**config.mk**
```make
export PLATFORM = sky130hd
export DESIGN_NAME = intel_hex_record_to_memory_writer_flat
export DESIGN_NICKNAME = d
export VERILOG_FILES = /design/src/rtl/core/ihex_pkg.sv /design/src/rtl/core/ihex_if.sv /design/src/rtl/core/ihex_csr.sv /design/src/rtl/core/ihex_engine.sv /design/src/rtl/core/ihex_out.sv /design/src/rtl/core/intel_hex_record_to_memory_writer.sv /design/src/flat_wrapper.sv
export SDC_FILE = /design/constraint.sdc
export NUM_CORES = 1
export LEC_CHECK = 0
export ABC_AREA = 1
export BUFFER_PORTS_ARGS = -buffer_cell sky130_fd_sc_hd__buf_2
export CORE_MARGIN = 1.5
export CORE_UTILIZATION = 38
export DETAILED_ROUTE_END_ITERATION = 10
export HOLD_SLACK_MARGIN = 0.02
export PLACE_DENSITY_LB_ADDON = 0.1
export SLEW_MARGIN = 10
export SYNTH_ARGS = -nofsm -noshare
export SYNTH_HDL_FRONTEND = slang
export SYNTH_SLANG_ARGS = --single-unit
```
**constraint.sdc**
```tcl
create_clock -name clock -period 4.4 [get_ports clock]
set_clock_uncertainty 0.2 [all_clocks]
set_input_delay 0.22 -clock clock [delete_from_list [all_inputs] [get_ports clock]]
set_output_delay 0.22 -clock clock [all_outputs]
set_load 0.005 [all_outputs]
```
**src/rtl/core/ihex_pkg.sv**
```systemverilog
package ihex_pkg;

   localparam int DEFAULT_MAX_WORD_BYTES = 4;

   localparam int CSR_INDEX_W = 2;
   localparam int CSR_DATA_W  = 32;

   localparam logic [2:0]  WORD_BYTES_RESET  = 3'd1;
   localparam logic        BIG_ENDIAN_RESET  = 1'b0;
   localparam logic [31:0] MEMORY_SIZE_RESET = 32'd65536;

   typedef enum logic [CSR_INDEX_W-1:0] {
      CSR_WORD_BYTES  = 2'd0,
      CSR_BIG_ENDIAN  = 2'd1,
      CSR_MEMORY_SIZE = 2'd2
   } csr_index_type;

   typedef enum logic [1:0] {
      KIND_BEGIN  = 2'd0,
      KIND_HEADER = 2'd1,
      KIND_DATA   = 2'd2
   } kind_type;

   localparam logic [7:0] REC_DATA    = 8'd0;
   localparam logic [7:0] REC_EOF     = 8'd1;
   localparam logic [7:0] REC_SEGMENT = 8'd2;
   localparam logic [7:0] REC_START   = 8'd3;
   localparam logic [7:0] REC_LINEAR  = 8'd4;

   typedef enum logic [2:0] {
      STATUS_RUNNING   = 3'd0,
      STATUS_FINISHED  = 3'd1,
      STATUS_RANGE     = 3'd2,
      STATUS_EARLY_EOF = 3'd3,
      STATUS_BAD_TYPE  = 3'd4
   } status_type;

   typedef struct packed {
      logic [2:0]  word_bytes;
      logic        big_endian;
      logic [31:0] memory_size;
   } cfg_type;

   typedef struct packed {
      logic [1:0]  kind;
      logic [7:0]  record_type;
      logic [15:0] record_address;
      logic [7:0]  record_length;
      logic        last_record;
      logic [7:0]  data_byte;
   } item_type;

   typedef struct packed {
      logic        write_valid;
      logic [31:0] write_address;
      logic [31:0] write_data;
      logic [2:0]  status;
   } result_type;

endpackage

```
**src/rtl/core/ihex_if.sv**
```systemverilog
interface ihex_req_if;
   logic        valid;
   logic        ready;
   logic [1:0]  kind;
   logic [7:0]  record_type;
   logic [15:0] record_address;
   logic [7:0]  record_length;
   logic        last_record;
   logic [7:0]  data_byte;

   modport source (output valid, kind, record_type, record_address, record_length,
                   last_record, data_byte, input ready);
   modport sink   (input valid, kind, record_type, record_address, record_length,
                   last_record, data_byte, output ready);
endinterface

interface ihex_rsp_if;
   logic        valid;
   logic        ready;
   logic        write_valid;
   logic [31:0] write_address;
   logic [31:0] write_data;
   logic [2:0]  status;

   modport source (output valid, write_valid, write_address, write_data, status,
                   input ready);
   modport sink   (input valid, write_valid, write_address, write_data, status,
                   output ready);
endinterface

interface ihex_csr_if;
   logic                            valid;
   logic                            ready;
   logic [ihex_pkg::CSR_INDEX_W-1:0] index;
   logic [ihex_pkg::CSR_DATA_W-1:0]  data;

   modport source (output valid, index, data, input ready);
   modport sink   (input valid, index, data, output ready);
endinterface

```
**src/rtl/core/ihex_csr.sv**
```systemverilog
module ihex_csr (
   input  logic                             clock,
   input  logic                             reset,
   input  logic                             write,
   input  logic [ihex_pkg::CSR_INDEX_W-1:0] index,
   input  logic [ihex_pkg::CSR_DATA_W-1:0]  data,
   output ihex_pkg::cfg_type                cfg
);

   ihex_pkg::cfg_type cfg_ff;
   ihex_pkg::cfg_type cfg_in;

   always_comb begin
      cfg_in = cfg_ff;
      if (write) begin
         unique case (ihex_pkg::csr_index_type'(index))
            ihex_pkg::CSR_WORD_BYTES:  cfg_in.word_bytes  = data[2:0];
            ihex_pkg::CSR_BIG_ENDIAN:  cfg_in.big_endian  = data[0];
            ihex_pkg::CSR_MEMORY_SIZE: cfg_in.memory_size = data[31:0];
            default: ;
         endcase
      end
   end

   always_ff @(posedge clock) begin
      if (reset) begin
         cfg_ff.word_bytes  <= ihex_pkg::WORD_BYTES_RESET;
         cfg_ff.big_endian  <= ihex_pkg::BIG_ENDIAN_RESET;
         cfg_ff.memory_size <= ihex_pkg::MEMORY_SIZE_RESET;
      end else begin
         cfg_ff <= cfg_in;
      end
   end

   assign cfg = cfg_ff;

endmodule

```
**src/rtl/core/ihex_engine.sv**
```systemverilog
module ihex_engine #(
   parameter int MAX_WORD_BYTES = ihex_pkg::DEFAULT_MAX_WORD_BYTES
) (
   input  logic                 clock,
   input  logic                 reset,
   input  logic                 accept,
   input  ihex_pkg::cfg_type    cfg,
   input  ihex_pkg::item_type   item,
   output ihex_pkg::result_type result
);

   localparam int CNT_W  = $clog2(MAX_WORD_BYTES + 1);
   localparam int LANE_W = (MAX_WORD_BYTES > 1) ? $clog2(MAX_WORD_BYTES) : 1;
   localparam logic [CNT_W-1:0] MAX_LANES = CNT_W'(MAX_WORD_BYTES);
   localparam logic [CNT_W-1:0] ONE_LANE  = CNT_W'(1);

   logic [31:0] base_offset_ff, base_offset_in;
   logic [7:0]  current_type_ff, current_type_in;
   logic [31:0] record_base_ff, record_base_in;
   logic [7:0]  bytes_left_ff, bytes_left_in;
   logic [7:0]  byte_position_ff, byte_position_in;
   logic [MAX_WORD_BYTES-1:0][7:0] accumulator_ff, accumulator_in;
   logic [CNT_W-1:0] lane_count_ff, lane_count_in;
   logic [7:0]  first_ext_ff, first_ext_in;
   ihex_pkg::status_type status_ff, status_in;
   logic        final_pending_ff, final_pending_in;

   logic [CNT_W-1:0] lanes;
   logic [CNT_W-1:0] lane;
   logic [CNT_W-1:0] target;
   logic [31:0]      header_addr;
   logic [8*MAX_WORD_BYTES+31:0] wide_word;
   logic             running;

   assign running     = (status_ff == ihex_pkg::STATUS_RUNNING);
   assign header_addr = base_offset_ff + {16'd0, item.record_address};

   always_comb begin
      if (cfg.word_bytes == 3'd0) begin
         lanes = ONE_LANE;
      end else if (32'(cfg.word_bytes) > MAX_WORD_BYTES) begin
         lanes = MAX_LANES;
      end else begin
         lanes = CNT_W'(cfg.word_bytes);
      end
      lane   = (lane_count_ff >= lanes) ? (lanes - ONE_LANE) : lane_count_ff;
      target = cfg.big_endian ? (lanes - ONE_LANE - lane) : lane;
   end

   always_comb begin
      base_offset_in   = base_offset_ff;
      current_type_in  = current_type_ff;
      record_base_in   = record_base_ff;
      bytes_left_in    = bytes_left_ff;
      byte_position_in = byte_position_ff;
      accumulator_in   = accumulator_ff;
      lane_count_in    = lane_count_ff;
      first_ext_in     = first_ext_ff;
      status_in        = status_ff;
      final_pending_in = final_pending_ff;
      wide_word        = '0;
      result.write_valid   = 1'b0;
      result.write_address = '0;
      result.write_data    = '0;

      case (item.kind)
         ihex_pkg::KIND_BEGIN: begin
            base_offset_in   = '0;
            current_type_in  = '0;
            record_base_in   = '0;
            bytes_left_in    = '0;
            byte_position_in = '0;
            accumulator_in   = '0;
            lane_count_in    = '0;
            first_ext_in     = '0;
            final_pending_in = 1'b0;
            status_in        = ihex_pkg::STATUS_RUNNING;
         end
         ihex_pkg::KIND_HEADER: begin
            if (running) begin
               current_type_in  = '0;
               record_base_in   = '0;
               bytes_left_in    = '0;
               byte_position_in = '0;
               accumulator_in   = '0;
               lane_count_in    = '0;
               first_ext_in     = '0;
               final_pending_in = 1'b0;
               if (header_addr >= cfg.memory_size) begin
                  status_in = ihex_pkg::STATUS_RANGE;
               end else if (item.record_type == ihex_pkg::REC_EOF) begin
                  status_in = item.last_record ? ihex_pkg::STATUS_FINISHED
                                               : ihex_pkg::STATUS_EARLY_EOF;
               end else if (item.record_type > ihex_pkg::REC_LINEAR) begin
                  status_in = ihex_pkg::STATUS_BAD_TYPE;
               end else begin
                  current_type_in = item.record_type;
                  record_base_in  = header_addr;
                  bytes_left_in   = item.record_length;
                  if (item.record_type == ihex_pkg::REC_SEGMENT ||
                      item.record_type == ihex_pkg::REC_LINEAR) begin
                     base_offset_in = '0;
                  end
                  if (item.last_record) begin
                     if (item.record_length == 8'd0) begin
                        status_in = ihex_pkg::STATUS_FINISHED;
                     end else begin
                        final_pending_in = 1'b1;
                     end
                  end
               end
            end
         end
         ihex_pkg::KIND_DATA: begin
            if (running && bytes_left_ff != 8'd0) begin
               case (current_type_ff)
                  ihex_pkg::REC_DATA: begin
                     accumulator_in[target[LANE_W-1:0]] =
                        accumulator_ff[target[LANE_W-1:0]] | item.data_byte;
                     lane_count_in = lane + ONE_LANE;
                     if (lane_count_in >= lanes || bytes_left_ff == 8'd1) begin
                        wide_word            = {32'd0, accumulator_in};
                        result.write_valid   = 1'b1;
                        result.write_address = record_base_ff + {24'd0, byte_position_ff}
                                               + 32'd1 - 32'(lane_count_in);
                        result.write_data    = wide_word[31:0];
                        accumulator_in       = '0;
                        lane_count_in        = '0;
                     end
                  end
                  ihex_pkg::REC_SEGMENT: begin
                     if (byte_position_ff == 8'd0) begin
                        first_ext_in   = item.data_byte;
                        base_offset_in = {12'd0, item.data_byte, 12'd0};
                     end else if (byte_position_ff == 8'd1) begin
                        base_offset_in = {12'd0, first_ext_ff, 12'd0}
                                         | {20'd0, item.data_byte, 4'd0};
                     end
                  end
                  ihex_pkg::REC_LINEAR: begin
                     if (byte_position_ff == 8'd0) begin
                        first_ext_in   = item.data_byte;
                        base_offset_in = {item.data_byte, 24'd0};
                     end else if (byte_position_ff == 8'd1) begin
                        base_offset_in = {first_ext_ff, item.data_byte, 16'd0};
                     end
                  end
                  default: ;
               endcase
               byte_position_in = byte_position_ff + 8'd1;
               bytes_left_in    = bytes_left_ff - 8'd1;
               if (bytes_left_in == 8'd0 && final_pending_ff) begin
                  final_pending_in = 1'b0;
                  status_in        = ihex_pkg::STATUS_FINISHED;
               end
            end
         end
         default: ;
      endcase

      result.status = status_in;
   end

   always_ff @(posedge clock) begin
      if (reset) begin
         base_offset_ff   <= '0;
         current_type_ff  <= '0;
         record_base_ff   <= '0;
         bytes_left_ff    <= '0;
         byte_position_ff <= '0;
         accumulator_ff   <= '0;
         lane_count_ff    <= '0;
         first_ext_ff     <= '0;
         status_ff        <= ihex_pkg::STATUS_RUNNING;
         final_pending_ff <= 1'b0;
      end else if (accept) begin
         base_offset_ff   <= base_offset_in;
         current_type_ff  <= current_type_in;
         record_base_ff   <= record_base_in;
         bytes_left_ff    <= bytes_left_in;
         byte_position_ff <= byte_position_in;
         accumulator_ff   <= accumulator_in;
         lane_count_ff    <= lane_count_in;
         first_ext_ff     <= first_ext_in;
         status_ff        <= status_in;
         final_pending_ff <= final_pending_in;
      end
   end

endmodule

```
**src/rtl/core/ihex_out.sv**
```systemverilog
module ihex_out (
   input  logic                 clock,
   input  logic                 reset,
   input  logic                 load,
   input  ihex_pkg::result_type result,
   input  logic                 taken,
   output logic                 free,
   output logic                 valid,
   output ihex_pkg::result_type held
);

   logic                 valid_ff, valid_in;
   ihex_pkg::result_type held_ff;

   assign free     = !valid_ff || taken;
   assign valid_in = load || (valid_ff && !taken);

   always_ff @(posedge clock) begin
      if (reset) begin
         valid_ff <= 1'b0;
      end else begin
         valid_ff <= valid_in;
      end
   end

   always_ff @(posedge clock) begin
      if (load) begin
         held_ff <= result;
      end
   end

   assign valid = valid_ff;
   assign held  = held_ff;

endmodule

```
**src/rtl/core/intel_hex_record_to_memory_writer.sv**
```systemverilog
// Loads a stream of parsed Intel HEX records into memory word writes. Send a begin item,
// then for each record its header followed by its data bytes; every accepted item yields
// exactly one result carrying the current status and, when a word completes or a data
// record ends, one write of that word's bytes at its byte address. One item is taken every
// cycle; the only stall comes from the single result register when its result is not
// taken. Configuration writes are taken at once and belong to idle periods.
module intel_hex_record_to_memory_writer #(
   parameter int MAX_WORD_BYTES = ihex_pkg::DEFAULT_MAX_WORD_BYTES
) (
   input  logic       clock,
   input  logic       reset,
   ihex_req_if.sink   req,
   ihex_rsp_if.source rsp,
   ihex_csr_if.sink   csr
);

   ihex_pkg::cfg_type    cfg;
   ihex_pkg::item_type   item;
   ihex_pkg::result_type result;
   ihex_pkg::result_type held;
   logic                 accept;
   logic                 free;

   assign csr.ready = 1'b1;

   ihex_csr u_csr (
      .clock (clock),
      .reset (reset),
      .write (csr.valid && csr.ready),
      .index (csr.index),
      .data  (csr.data),
      .cfg   (cfg)
   );

   assign item.kind           = req.kind;
   assign item.record_type    = req.record_type;
   assign item.record_address = req.record_address;
   assign item.record_length  = req.record_length;
   assign item.last_record    = req.last_record;
   assign item.data_byte      = req.data_byte;

   assign req.ready = free;
   assign accept    = req.valid && free;

   ihex_engine #(
      .MAX_WORD_BYTES (MAX_WORD_BYTES)
   ) u_engine (
      .clock  (clock),
      .reset  (reset),
      .accept (accept),
      .cfg    (cfg),
      .item   (item),
      .result (result)
   );

   ihex_out u_out (
      .clock  (clock),
      .reset  (reset),
      .load   (accept),
      .result (result),
      .taken  (rsp.ready),
      .free   (free),
      .valid  (rsp.valid),
      .held   (held)
   );

   assign rsp.write_valid   = held.write_valid;
   assign rsp.write_address = held.write_address;
   assign rsp.write_data    = held.write_data;
   assign rsp.status        = held.status;

   a_accept_gives_result: assert property (
      @(posedge clock) disable iff (reset) accept |=> rsp.valid
   ) else $error("accepted item produced no result");

   a_no_write_after_error: assert property (
      @(posedge clock) disable iff (reset)
      (rsp.valid && rsp.write_valid) |->
         (rsp.status == ihex_pkg::STATUS_RUNNING || rsp.status == ihex_pkg::STATUS_FINISHED)
   ) else $error("write reported with error status");

   a_idle_result_zero: assert property (
      @(posedge clock) disable iff (reset)
      (rsp.valid && !rsp.write_valid) |-> (rsp.write_address == 32'd0 && rsp.write_data == 32'd0)
   ) else $error("result without write carries nonzero payload");

endmodule

```
**src/flat_wrapper.sv**
```systemverilog
// flat-port wrapper written by rule: the top's interface ports become plain ports
module intel_hex_record_to_memory_writer_flat 
#(
   parameter int MAX_WORD_BYTES = ihex_pkg::DEFAULT_MAX_WORD_BYTES
)
  (clock, reset, req_valid, req_kind, req_record_type, req_record_address, req_record_length, req_last_record, req_data_byte, req_ready, rsp_valid, rsp_write_valid, rsp_write_address, rsp_write_data, rsp_status, rsp_ready, csr_valid, csr_index, csr_data, csr_ready);
  ihex_req_if req_i ();
  ihex_rsp_if rsp_i ();
  ihex_csr_if csr_i ();
  input  logic clock;
  input  logic reset;
  input wire logic [$bits(req_i.valid)-1:0] req_valid;
  input wire logic [$bits(req_i.kind)-1:0] req_kind;
  input wire logic [$bits(req_i.record_type)-1:0] req_record_type;
  input wire logic [$bits(req_i.record_address)-1:0] req_record_address;
  input wire logic [$bits(req_i.record_length)-1:0] req_record_length;
  input wire logic [$bits(req_i.last_record)-1:0] req_last_record;
  input wire logic [$bits(req_i.data_byte)-1:0] req_data_byte;
  output wire logic [$bits(req_i.ready)-1:0] req_ready;
  output wire logic [$bits(rsp_i.valid)-1:0] rsp_valid;
  output wire logic [$bits(rsp_i.write_valid)-1:0] rsp_write_valid;
  output wire logic [$bits(rsp_i.write_address)-1:0] rsp_write_address;
  output wire logic [$bits(rsp_i.write_data)-1:0] rsp_write_data;
  output wire logic [$bits(rsp_i.status)-1:0] rsp_status;
  input wire logic [$bits(rsp_i.ready)-1:0] rsp_ready;
  input wire logic [$bits(csr_i.valid)-1:0] csr_valid;
  input wire logic [$bits(csr_i.index)-1:0] csr_index;
  input wire logic [$bits(csr_i.data)-1:0] csr_data;
  output wire logic [$bits(csr_i.ready)-1:0] csr_ready;
  assign req_i.valid = req_valid;
  assign req_i.kind = req_kind;
  assign req_i.record_type = req_record_type;
  assign req_i.record_address = req_record_address;
  assign req_i.record_length = req_record_length;
  assign req_i.last_record = req_last_record;
  assign req_i.data_byte = req_data_byte;
  assign req_ready = req_i.ready;
  assign rsp_valid = rsp_i.valid;
  assign rsp_write_valid = rsp_i.write_valid;
  assign rsp_write_address = rsp_i.write_address;
  assign rsp_write_data = rsp_i.write_data;
  assign rsp_status = rsp_i.status;
  assign rsp_i.ready = rsp_ready;
  assign csr_i.valid = csr_valid;
  assign csr_i.index = csr_index;
  assign csr_i.data = csr_data;
  assign csr_ready = csr_i.ready;
  intel_hex_record_to_memory_writer #(.MAX_WORD_BYTES(MAX_WORD_BYTES)) u_core (.clock(clock), .reset(reset), .req(req_i), .rsp(rsp_i), .csr(csr_i));
endmodule
```
==> impl_metrics.toml, run 1 <==
[synth]
synth_top_family_by_area = "simple AND/OR/NAND/NOR gates"
async_flop_share_pct = 0
muxShareOfSynthArea_pct = 0
yosysUniqueCellTypes = 51
synth_area_leaders = "dfxtp_1 (23%), edfxtp_1 (14%), nand2_1 (12%)"
synth_top_area_share_pct = 23.26
synthCells = 2002
synth_compound_area_share_pct = 16.49
yosys.area_share.simple_pct = 24.93
syn_nets = 2188
synth_edf_count = 68
synth-xor-area-share_pct = 1.938
yosysSeqAreaShare_pct = 37.38
ys_warn_count = 0
synthAdderAreaFrac_pct = 9.207
ys.flop_type = "dfxtp_1"
synth_top_cell_by_area = "dfxtp_1"
avgSynthCellArea_um2 = 7.223
syn-cell-area_um2 = 14460
ys_ff_latch = 236

[clock_network]
clockBufferDepth = 3
clk_latency_ns = 0.56
cts_tree = "done"
clk_pin_slew_ns = 0.06
cts_made_buffers = 28
root_buffer = "clkbuf_16"
h-tree-depth = 1
clock-sinks = 236

[placement]
dpl.hpwl_um = 32550
placed_cells = 2622
io_buffers = 151
routabilityCongestion = 0.9097

[timing]
finalSetupViolCount = 0
relSlewSlack_pct = 34.51
finalSetupTns_ns = 0
hold-worst-slack_ns = 0.05588
fmax_ghz = 0.2386
finalCritPeriodShare_pct = 95.25
hold_viol_final = 0
worstMarginPinSlew_ns = 0.9823
finalCriticalPeriod_ns = 4.191
maxSlewViolCount = 0

[floorplan]
die_width_um = 198.1
fp-row-count = 71
initial_core_util_pct = 38.48
pin_count = 153
dieArea_um2 = 39230
core_region_area_um2 = 37580
die_y_um = 198.1

[routing]
drt-pass1-iter-count = 5
routed_via_density = 4.942
dr.first_iter.drc_count = 739
via_count = 13610
wl_per_cell_um = 15.80
drc = 0
wl_um = 43500
drtAntennaViolNets = 0

[cells_and_area]
diodes = 0
fin_nets = 2406
layout_commonest_cell = "nand2_1"
drive_gt1_share_pct = 13.43
layout_common_cells = "nand2_1 (451), inv_1 (280), a21oi_1 (238)"
area_growth_pct = 21.26
ff_latch_area_um2 = 5408
multiInputGateArea_um2 = 7737
fillers = 3882
layout.cells.non_filler = 2753

[job]
cap_violations = 0

[outcome]
outcome = "finished clean"

[grt]
track_usage_pct = 22.40
grt_max_degree = 85
grt_pass1_wl_um = 69330
first_global_vias = 13140
antenna_found_initial = 0
grt_overflow = 0

[power]
irDropWorstVdd_uv = 239.7
finalPower_mw = 5.515
p_leak_nw = 7.756
power_density_nw_per_um2 = 314.5

[worst_setup_path]
critPathLaunchType = "input port"
worstSetupPathType = "in -> reg"
required_ns = 4.70
r2r_cells = 20
r2r_setup_slack_ns = 0.23
cp-startpoint = "req_record_address[4]"
crit_arrival_ns = 4.49
setup.worst_path.end = "u_core.u_engine.bytes_left_ff[6]"
r2r_end = "u_core.u_engine.bytes_left_ff[6]"
r2r_start = "u_core.u_engine.base_offset_ff[4]"
cp-end-kind = "register"
path_max_fanout = 4

[hold_path]
hold_path_class = "in -> reg"
==> worst max-delay path, cell delays in order <==
cell and delay [ns]:
dlygate4sd3_1 0.53, buf_2 0.13, ha_1 0.23, fa_1 0.42, nand3_1 0.09, nand2_1 0.15
nand2_1 0.09, nand2_1 0.10, nand2_1 0.12, nand2_1 0.12, nand2_1 0.10, xor2_1 0.33
ha_1 0.31, nand4_1 0.15, nor2_1 0.10, a21oi_4 0.24, buf_4 0.18, nand4_1 0.09
nand2_1 0.07, nand2_1 0.05, a21oi_1 0.13, dlygate4sd3_1 0.55
==> through the flow <==
| stage | cell area (um^2) | util [%] | worst slack [ns] |
|---|---|---|---|
| 2_1_floorplan | 14460 | - | 0.3855 |
| 3_3_place_gp | 15710 | 41.79 | 0.003768 |
| 3_5_place_dp | 15710 | 41.79 | -0.1495 |
| 4_1_cts | 17400 | 46.31 | 0.04643 |
| 5_1_grt | 17530 | 46.66 | -0.03248 |
| 6_report | 17530 | 46.66 | 0.2089 |
==> cells in the mapped netlist, types with 5 or more instances <==
| library cell | instances |
|---|---|
| nand2_2 | 10 |
| a31oi_1 | 5 |
| o21ai_1 | 20 |
| o211ai_1 | 5 |
| inv_2 | 9 |
| nor3_1 | 25 |
| xnor2_1 | 5 |
| xor2_1 | 27 |
| nand4_1 | 18 |
| ha_1 | 100 |
| buf_4 | 9 |
| o21bai_1 | 24 |
| o21a_1 | 10 |
| buf_2 | 14 |
| a21o_1 | 9 |
| nand2_1 | 457 |
| nand3b_1 | 7 |
| inv_1 | 282 |
| a21oi_1 | 240 |
| o21ai_0 | 105 |
| clkbuf_1 | 32 |
| nor2_1 | 174 |
| dfxtp_1 | 168 |
| nand3_1 | 100 |
| edfxtp_1 | 68 |
| buf_6 | 7 |
| nor4_1 | 10 |
| a21oi_2 | 5 |
| nor3_2 | 6 |
==> cells by family after synthesis <==
group | count (synthesis)
DFF | 236
and+or+nand+nor | 834
other | 1
xor gates and xnor gates | 32
adders and majority gates | 104
buffers and inverters | 358
AOI/OAI and AO/OA | 437
==> report_power, final <==
part           internal (mW)  switching, mW
registers               2.30         0.0302
logic                  0.314          0.554
clock network           1.35          0.966
==> what timing repair did <==
action | 4_1_cts | 5_1_grt
hold buffers | 77 | 0
buffers inserted | 0 | 2
endpoints found under the hold margin | 83 | 0
pin swaps | 1 | 3
gates resized for setup | 4 | 28
endpoints found under the setup margin | 14 | 89
==> per-layer routing <==
layer / global-route usage (%) / up-vias / share of wire [%]
li1: - / 6988 / -
met1: 28.82 / 6286 / 45
met2: 39.15 / 272 / 48
met3: 2.708 / 60 / 4.0
met4: 6.644 / 0 / 2.6
met5: 0 / - / 0
==> how the worst min path moves through the flow <==
stage / from / endpoint / slack (ns) / cells past startpoint
global placement: u_core.u_engine.current_type_ff[5] / u_core.u_engine.current_type_ff[5] / 0.23 / 2
detailed placement: u_core.u_engine.current_type_ff[7] / u_core.u_engine.current_type_ff[7] / 0.24 / 2
CTS: req_record_type[4] / u_core.u_engine.current_type_ff[1] / 0.03 / 8
finish: req_record_type[4] / u_core.u_engine.current_type_ff[1] / 0.06 / 8
floorplan: csr_data[16] / u_core.u_csr.cfg[16] / 0.15 / 2
global route: req_record_address[8] / u_core.u_engine.record_base_ff[8] / 0.12 / 5
==> area by class of cell <==
| type | count | share of cell area [%] |
|---|---|---|
| clock buffer | 39 | 4.645 |
| clock inverter | 13 | 0.5637 |
| inverter | 295 | 6.329 |
| multi-input combinational | 1408 | 44.13 |
| sequential | 236 | 30.84 |
| tap | 511 | 3.646 |
| timing repair buffer | 251 | 9.847 |
==> flip-flops by register name, summed over array words and instances, names as in the netlist <==
register / flops
u_core.u_engine.record_base_ff: 32
u_core.u_engine.status_ff: 3
u_core.u_engine.accumulator_ff: 32
u_core.u_engine.bytes_left_ff: 8
u_core.u_engine.first_ext_ff: 8
u_core.u_engine.base_offset_ff: 28
u_core.u_engine.byte_position_ff: 8
u_core.u_out.valid: 1
u_core.u_engine.current_type_ff: 8
u_core.u_out.held: 68
u_core.u_csr.cfg: 36
u_core.u_engine.lane_count_ff: 3
u_core.u_engine.final_pending_ff: 1
Power figures use the tool's default switching activity.
==> inputs of run 2 (changes only) <==
--- a/config.mk
+++ b/config.mk
@@ -8,7 +8,7 @@
 export ABC_AREA = 1
 export BUFFER_PORTS_ARGS = -buffer_cell sky130_fd_sc_hd__buf_2
 export CORE_MARGIN = 1.5
-export CORE_UTILIZATION = 38
+export CORE_UTILIZATION = 55
 export DETAILED_ROUTE_END_ITERATION = 10
 export HOLD_SLACK_MARGIN = 0.02
 export PLACE_DENSITY_LB_ADDON = 0.1
==> run 2 against run 1 <==
Critical path depth unchanged; final cell count decreased by 6.5%; first-iteration DRC count increased by 29%; sequential share of layout area increased by 0.23 points; clock-buffer cell count decreased by 3; design area decreased by 0.75%; sequential power about the same; power increased by 3.6%; critical endpoint is now u_core.u_out.held[61]; global-route usage increased by 6.4 points; maximum frequency decreased by 1.8%.
==> impl_metrics.toml, run 2 (synthesis results as in run 1) <==
[cells_and_area]
layout_commonest_cell = "nand2_1"
area_growth_pct = 20.35
fin_nets = 2405
diodes = 0
finalCoreUtilization_pct = 67.16
layout_common_cells = "nand2_1 (452), inv_1 (280), a21oi_1 (237)"
drive_gt1_share_pct = 13.53
largest_register_ffs = 68
layout.cells.non_filler = 2575

[worst_setup_path]
required_ns = 4.50
path_max_fanout = 8
critPathLaunchType = "register"
worstPathCellList = "inv_1 > nand2_1 > nand2_1 > inv_1 > ha_1 > nand3_2 > nand3_4 > nand2_4 > o21ai_2 > ha_2 > xor2_2 > fa_1 > ha_4 > nand2_1 > a21oi_2 > a21oi_2 > o21bai_1 > nand4_1 > o211ai_1 > nand2_1 > nand2_1 > nor2_1"
crit_arrival_ns = 4.37
worstSetupPathType = "reg -> reg"
path_common_cell = "nand2_1"
r2r_setup_slack_ns = 0.13
crit_family = "adder cells"
cp-end-kind = "register"
r2r_end = "u_core.u_out.held[61]"
critical_path.n_buffers_inverters = 2
r2r_start = "u_core.u_csr.cfg[33]"
crit_path_top_delay_cell = "fa_1"
r2r_cells = 22
critPathMaxStageDelay_ns = 0.55

[grt]
grt_pass1_wl_um = 62890
track_usage_pct = 28.85
grt_overflow = 0
grt_max_degree = 83
first_global_vias = 12960
antenna_found_initial = 0

[routing]
wl_per_cell_um = 15.49
dr.first_iter.drc_count = 957
drc = 0
wl_um = 39880
drt-pass1-iter-count = 7
via_count = 13750
routed_via_density = 5.338
drtAntennaViolNets = 0

[floorplan]
pin_count = 153
core_region_area_um2 = 25910
die_y_um = 165.1
initial_core_util_pct = 55.81
fp-row-count = 59
die_width_um = 165.1
dieArea_um2 = 27270

[power]
p_int_mw = 4.201
power_density_nw_per_um2 = 328.4
p_leak_nw = 7.776
irDropWorstVdd_uv = 423.1
pwr-share-seq_pct = 40.8
clkPwrFrac_pct = 44.2
combPwrFrac_pct = 15.0
power_switching_share_pct = 26.49
p_sw_mw = 1.514

[placement]
routabilityCongestion = 0.9193
io_buffers = 151
placed_cells = 2446
dpl.hpwl_um = 28910
dp_slack_ns = -0.1210

[timing]
relSlewSlack_pct = 40.59
hold-worst-slack_ns = 0.04592
finalSetupTns_ns = 0
fmax_ghz = 0.2343
maxSlewViolCount = 0
finalWorstSetupSlack_ns = 0.1324
worstMarginPinSlew_ns = 0.8912
rsz0062_at_grt = "false"
finalCritPeriodShare_pct = 96.99
hold_viol_final = 0
finalCriticalPeriod_ns = 4.268
finalSetupViolCount = 0

[job]
cap_violations = 0

[hold_path]
whs_endpoint = "u_core.u_engine.record_base_ff[5]"
holdCritStartpoint = "req_record_address[5]"
min_path_cells = 4
hold_path_class = "in -> reg"

[clock_network]
clk_latency_ns = 0.55
h-tree-depth = 1
root_buffer = "clkbuf_16"
cts_tree = "done"
cts_made_buffers = 27
clk_pin_slew_ns = 0.06
clock-sinks = 236
clockBufferDepth = 3

[outcome]
outcome = "finished clean"
-- run 2: cell types whose count changed in the layout (fill, tap and decap cells not counted), moves of 3 or more --
cell,delta
bufinv_16,+5
clkinv_2,-4
a21oi_2,+3
dlygate4sd3_1,-3
o21ai_1,-3
xor2_1,+3
xor2_2,-3
-- run 2: how the worst max path moves through the flow --
stage / endpoint / slack [ns] / from / depth (start not counted)
after detailed placement: u_core.u_out.held[66] / -0.12 / u_core.u_csr.cfg[35] / 22
after global routing: u_core.u_engine.base_offset_ff[30] / 0.003 / req_record_address[4] / 25
final: u_core.u_out.held[61] / 0.13 / u_core.u_csr.cfg[33] / 22
after CTS: u_core.u_out.held[57] / -0.002 / u_core.u_csr.cfg[35] / 21
after floorplan: u_core.u_out.held[57] / 0.39 / u_core.u_csr.cfg[35] / 21
after global placement: u_core.u_out.held[57] / 0.04 / u_core.u_csr.cfg[35] / 21
-- run 2: per-layer routing --
metal / vias to the layer above / part of all wire, % / track usage, %
met5: - / 0 / 0
met4: 0 / 3.3 / 9.746
met3: 75 / 4.2 / 2.997
met2: 345 / 50 / 52.11
met1: 6341 / 43 / 35.61
li1: 6984 / - / -
-- run 2: power by group through the flow --
| stage | clock network (mW) | logic [mW] | registers, mW |
|---|---|---|---|
| after detailed placement | 0 | 0.756 | 2.38 |
| after CTS | 2.56 | 0.812 | 2.33 |
| after global routing | 2.64 | 0.956 | 2.34 |
| after global placement | 0 | 0.742 | 2.38 |
| final | 2.53 | 0.856 | 2.33 |
| after floorplan | 0 | 0.517 | 2.38 |
-- run 2: what timing repair did --
item / CTS / global route
gates resized for setup: 4 / 25
endpoints found under the setup margin: 11 / 96
hold buffers: 74 / 0
hold endpoints to repair: 102 / 0
gates cloned: 0 / 1
pin swaps: 0 / 8
buffers inserted: 0 / 4
-- run 2: tightest hold or removal path, cell delays in order --
cell and delay (ns):
buf_2 0.11, fa_1 0.20, nand2_1 0.07, a21oi_1 0.14
-- run 2: area by class of cell --
| cell class | instances | area [um^2] |
|---|---|---|
| Clock buffer | 36 | 770.7 |
| Clock inverter | 14 | 241.5 |
| Fill cell | 2297 | 8508 |
| Inverter | 295 | 1110 |
| Multi-Input combinational cell | 1409 | 7739 |
| Sequential cell | 236 | 5408 |
| Tap cell | 335 | 419.2 |
| Timing Repair Buffer | 250 | 1715 |
-- run 2: metrics by stage --
stage	power, mW	cell area, um^2
floorplan	2.893	14460
global placement	3.119	15470
detailed placement	3.134	15470
CTS	5.706	17230
global route	5.933	17400
finish	5.715	17400
==> inputs of run 3 (changes only) <==
==> constraint.sdc (replaced) <==
create_clock -name clock -period 4.1 [get_ports clock]
set_clock_uncertainty 0.2 [all_clocks]
set_input_delay 0.205 -clock clock [delete_from_list [all_inputs] [get_ports clock]]
set_output_delay 0.205 -clock clock [all_outputs]
set_load 0.005 [all_outputs]
==> run 3 against run 2 <==
Flip-flop and latch count did not move; worst hold slack barely moved; die area did not move; sequential share of layout area fell by 0.96 points; combinational power rose by 20%; register-to-register slack barely moved; final cell count rose by 2.3%; critical path depth fell by 3; first-iteration DRC count rose by 6.5%; largest cell class unchanged; worst setup slack improved by 0.0062 ns; largest power group is now registers; clock-buffer cell count rose by 2.
==> impl_metrics.toml, run 3 (synthesis results as in run 1) <==
[clock_network]
root_buffer = "clkbuf_16"
clockBufferDepth = 3
clk_latency_ns = 0.54
h-tree-depth = 1
clock-sinks = 236
cts_tree = "done"
clk_pin_slew_ns = 0.06
cts_made_buffers = 26

[worst_setup_path]
crit_arrival_ns = 4.07
r2r_cells = 19
critical_path.n_buffers_inverters = 1
path_max_fanout = 7
cp-end-kind = "register"
critPathLaunchType = "register"
r2r_end = "u_core.u_out.held[55]"
required_ns = 4.21
cp-startpoint = "u_core.u_csr.cfg[35]"
worstSetupPathType = "reg -> reg"
path_depth = 19
worstPathCellList = "inv_2 > ha_4 > a21oi_4 > nand3_4 > nand2_4 > o21ai_4 > ha_4 > xor2_2 > fa_1 > ha_4 > nand2_1 > a21oi_4 > a21oi_4 > o21ai_2 > a21oi_1 > o21bai_1 > nand2_1 > nand2_1 > nor2_1"
crit_path_top_delay_cell = "fa_1"
setup.worst_path.end = "u_core.u_out.held[55]"
crit_family = "adder cells"
r2r_start = "u_core.u_csr.cfg[35]"
r2r_setup_slack_ns = 0.14
critPathMaxStageDelay_ns = 0.49

[cells_and_area]
layout_common_cells = "nand2_1 (442), inv_1 (276), a21oi_1 (237)"
fillers = 2228
finalCoreUtilization_pct = 69.36
area_growth_pct = 24.28
drive_gt1_share_pct = 16.88
fin_nets = 2465
stdcell_area_um2 = 17970
layout_commonest_cell = "nand2_1"
diodes = 0
largest_register_ffs = 68

[power]
p_sw_mw = 1.645
p_int_mw = 4.186
power_switching_share_pct = 28.22
p_leak_nw = 8.056
pwr-share-seq_pct = 42.9
clkPwrFrac_pct = 39.3
irDropWorstVdd_uv = 325.4
power_density_nw_per_um2 = 324.5
combPwrFrac_pct = 17.7

[routing]
drtAntennaViolNets = 0
drt-pass1-iter-count = 8
wl_per_cell_um = 15.59
routed_via_density = 5.284
wl_um = 41070
dr.first_iter.drc_count = 1019
drc = 0
via_count = 13920

[grt]
grt_pass1_wl_um = 63930
grt_max_degree = 78
antenna_found_initial = 0
grt_overflow = 0
track_usage_pct = 29.65
first_global_vias = 12950

[timing]
relSlewSlack_pct = 33.45
worstMarginPinSlew_ns = 0.9983
hold_viol_final = 0
finalCritPeriodShare_pct = 96.62
finalSetupViolCount = 0
finalCriticalPeriod_ns = 3.961
maxSlewViolCount = 0
fmax_ghz = 0.2524

[floorplan]
die_y_um = 165.1
initial_core_util_pct = 55.81
core_region_area_um2 = 25910
dieArea_um2 = 27270
die_width_um = 165.1
pin_count = 153
fp-row-count = 59

[placement]
post_dp_cell_area_um2 = 15860
dpl.hpwl_um = 29130
io_buffers = 151
routabilityCongestion = 0.8853

[job]
cap_violations = 0

[outcome]
outcome = "finished clean"

[hold_path]
hold_path_class = "in -> reg"
-- run 3: cell types whose count changed in the layout (fill, tap and decap cells not counted), moves of 4 or more --
| cell | before | now |
|---|---|---|
| ha_4 | 2 | 9 |
| buf_4 | 23 | 77 |
| bufinv_16 | 6 | 0 |
| inv_4 | 0 | 4 |
| o21ai_0 | 103 | 98 |
| nand2_4 | 3 | 7 |
| ha_1 | 97 | 91 |
| nand2_1 | 452 | 442 |
| inv_1 | 280 | 276 |
| nand2_2 | 14 | 20 |
| o21ai_1 | 18 | 23 |
-- run 3: layout make-up --
type                    instances  area (um^2)  share of cell area (%)
clock buffers                  38        765.7                   4.261
clock inverters                10        67.56                  0.3760
inverters                     295         1112                   6.190
multi-input cells            1410         7978                   44.39
flip-flops and latches        236         5411                   30.11
well taps                     335        419.2                   2.332
repair buffers                310         2217                   12.34
-- run 3: how the worst min path moves through the flow --
| stage | start | end | slack [ns] | cells past startpoint |
|---|---|---|---|---|
| 2_1_floorplan | csr_data[16] | u_core.u_csr.cfg[16] | 0.14 | 2 |
| 3_3_place_gp | csr_data[16] | u_core.u_csr.cfg[16] | 0.23 | 3 |
| 3_5_place_dp | csr_data[16] | u_core.u_csr.cfg[16] | 0.23 | 3 |
| 4_1_cts | rsp_ready | u_core.u_engine.status_ff[2] | 0.04 | 6 |
| 5_1_grt | req_record_address[9] | u_core.u_engine.record_base_ff[9] | 0.06 | 5 |
| 6_report | req_record_address[9] | u_core.u_engine.record_base_ff[9] | 0.05 | 5 |
-- run 3: power groups by stage --
stage / registers [mW] / logic [mW] / clock network [mW]
after floorplan: 2.55 / 0.555 / 0
after global placement: 2.55 / 0.851 / 0
after detailed placement: 2.55 / 0.863 / 0
after CTS: 2.50 / 0.947 / 2.33
after global routing: 2.51 / 1.15 / 2.42
final: 2.50 / 1.03 / 2.29
-- run 3: worst min-delay path: cells and delay by family --
kind	cells	cell delay [ns]
compound gates	1	0.05
xor+xnor	1	0.13
fa+ha+maj	1	0.15
buf+inv	1	0.11
simple gates	1	0.09
-- run 3: stage by stage --
| step | setup TNS [ns] | setup WS, ns | hold slack (ns) | power [mW] | cells |
|---|---|---|---|---|---|
| floorplan | 0 | 0.08553 | 0.1354 | 3.105 | 2002 |
| global placement | -1.022 | -0.1956 | 0.2272 | 3.403 | 2497 |
| detailed placement | -2.813 | -0.2844 | 0.2320 | 3.416 | 2497 |
| CTS | 0 | 0.01242 | 0.03697 | 5.782 | 2623 |
| global route | -0.05554 | -0.01590 | 0.06174 | 6.075 | 2634 |
| finish | 0 | 0.1385 | 0.04622 | 5.831 | 2634 |
-- run 3: timing repair --
item	4_1_cts	5_1_grt
endpoints found under the setup margin	36	98
hold endpoints to repair	86	0
hold buffers	76	0
gates resized for setup	15	67
pin swaps	5	22
gates cloned	1	2
buffers inserted	1	9
-- run 3: layer usage --
metal / vias up / global-route usage (%) / wire (um)
li1: 7114 / - / -
met1: 6363 / 37.69 / 17900
met2: 339 / 52.00 / 19910
met3: 101 / 3.047 / 1824
met4: 0 / 10.65 / 1433
met5: - / 0 / 0
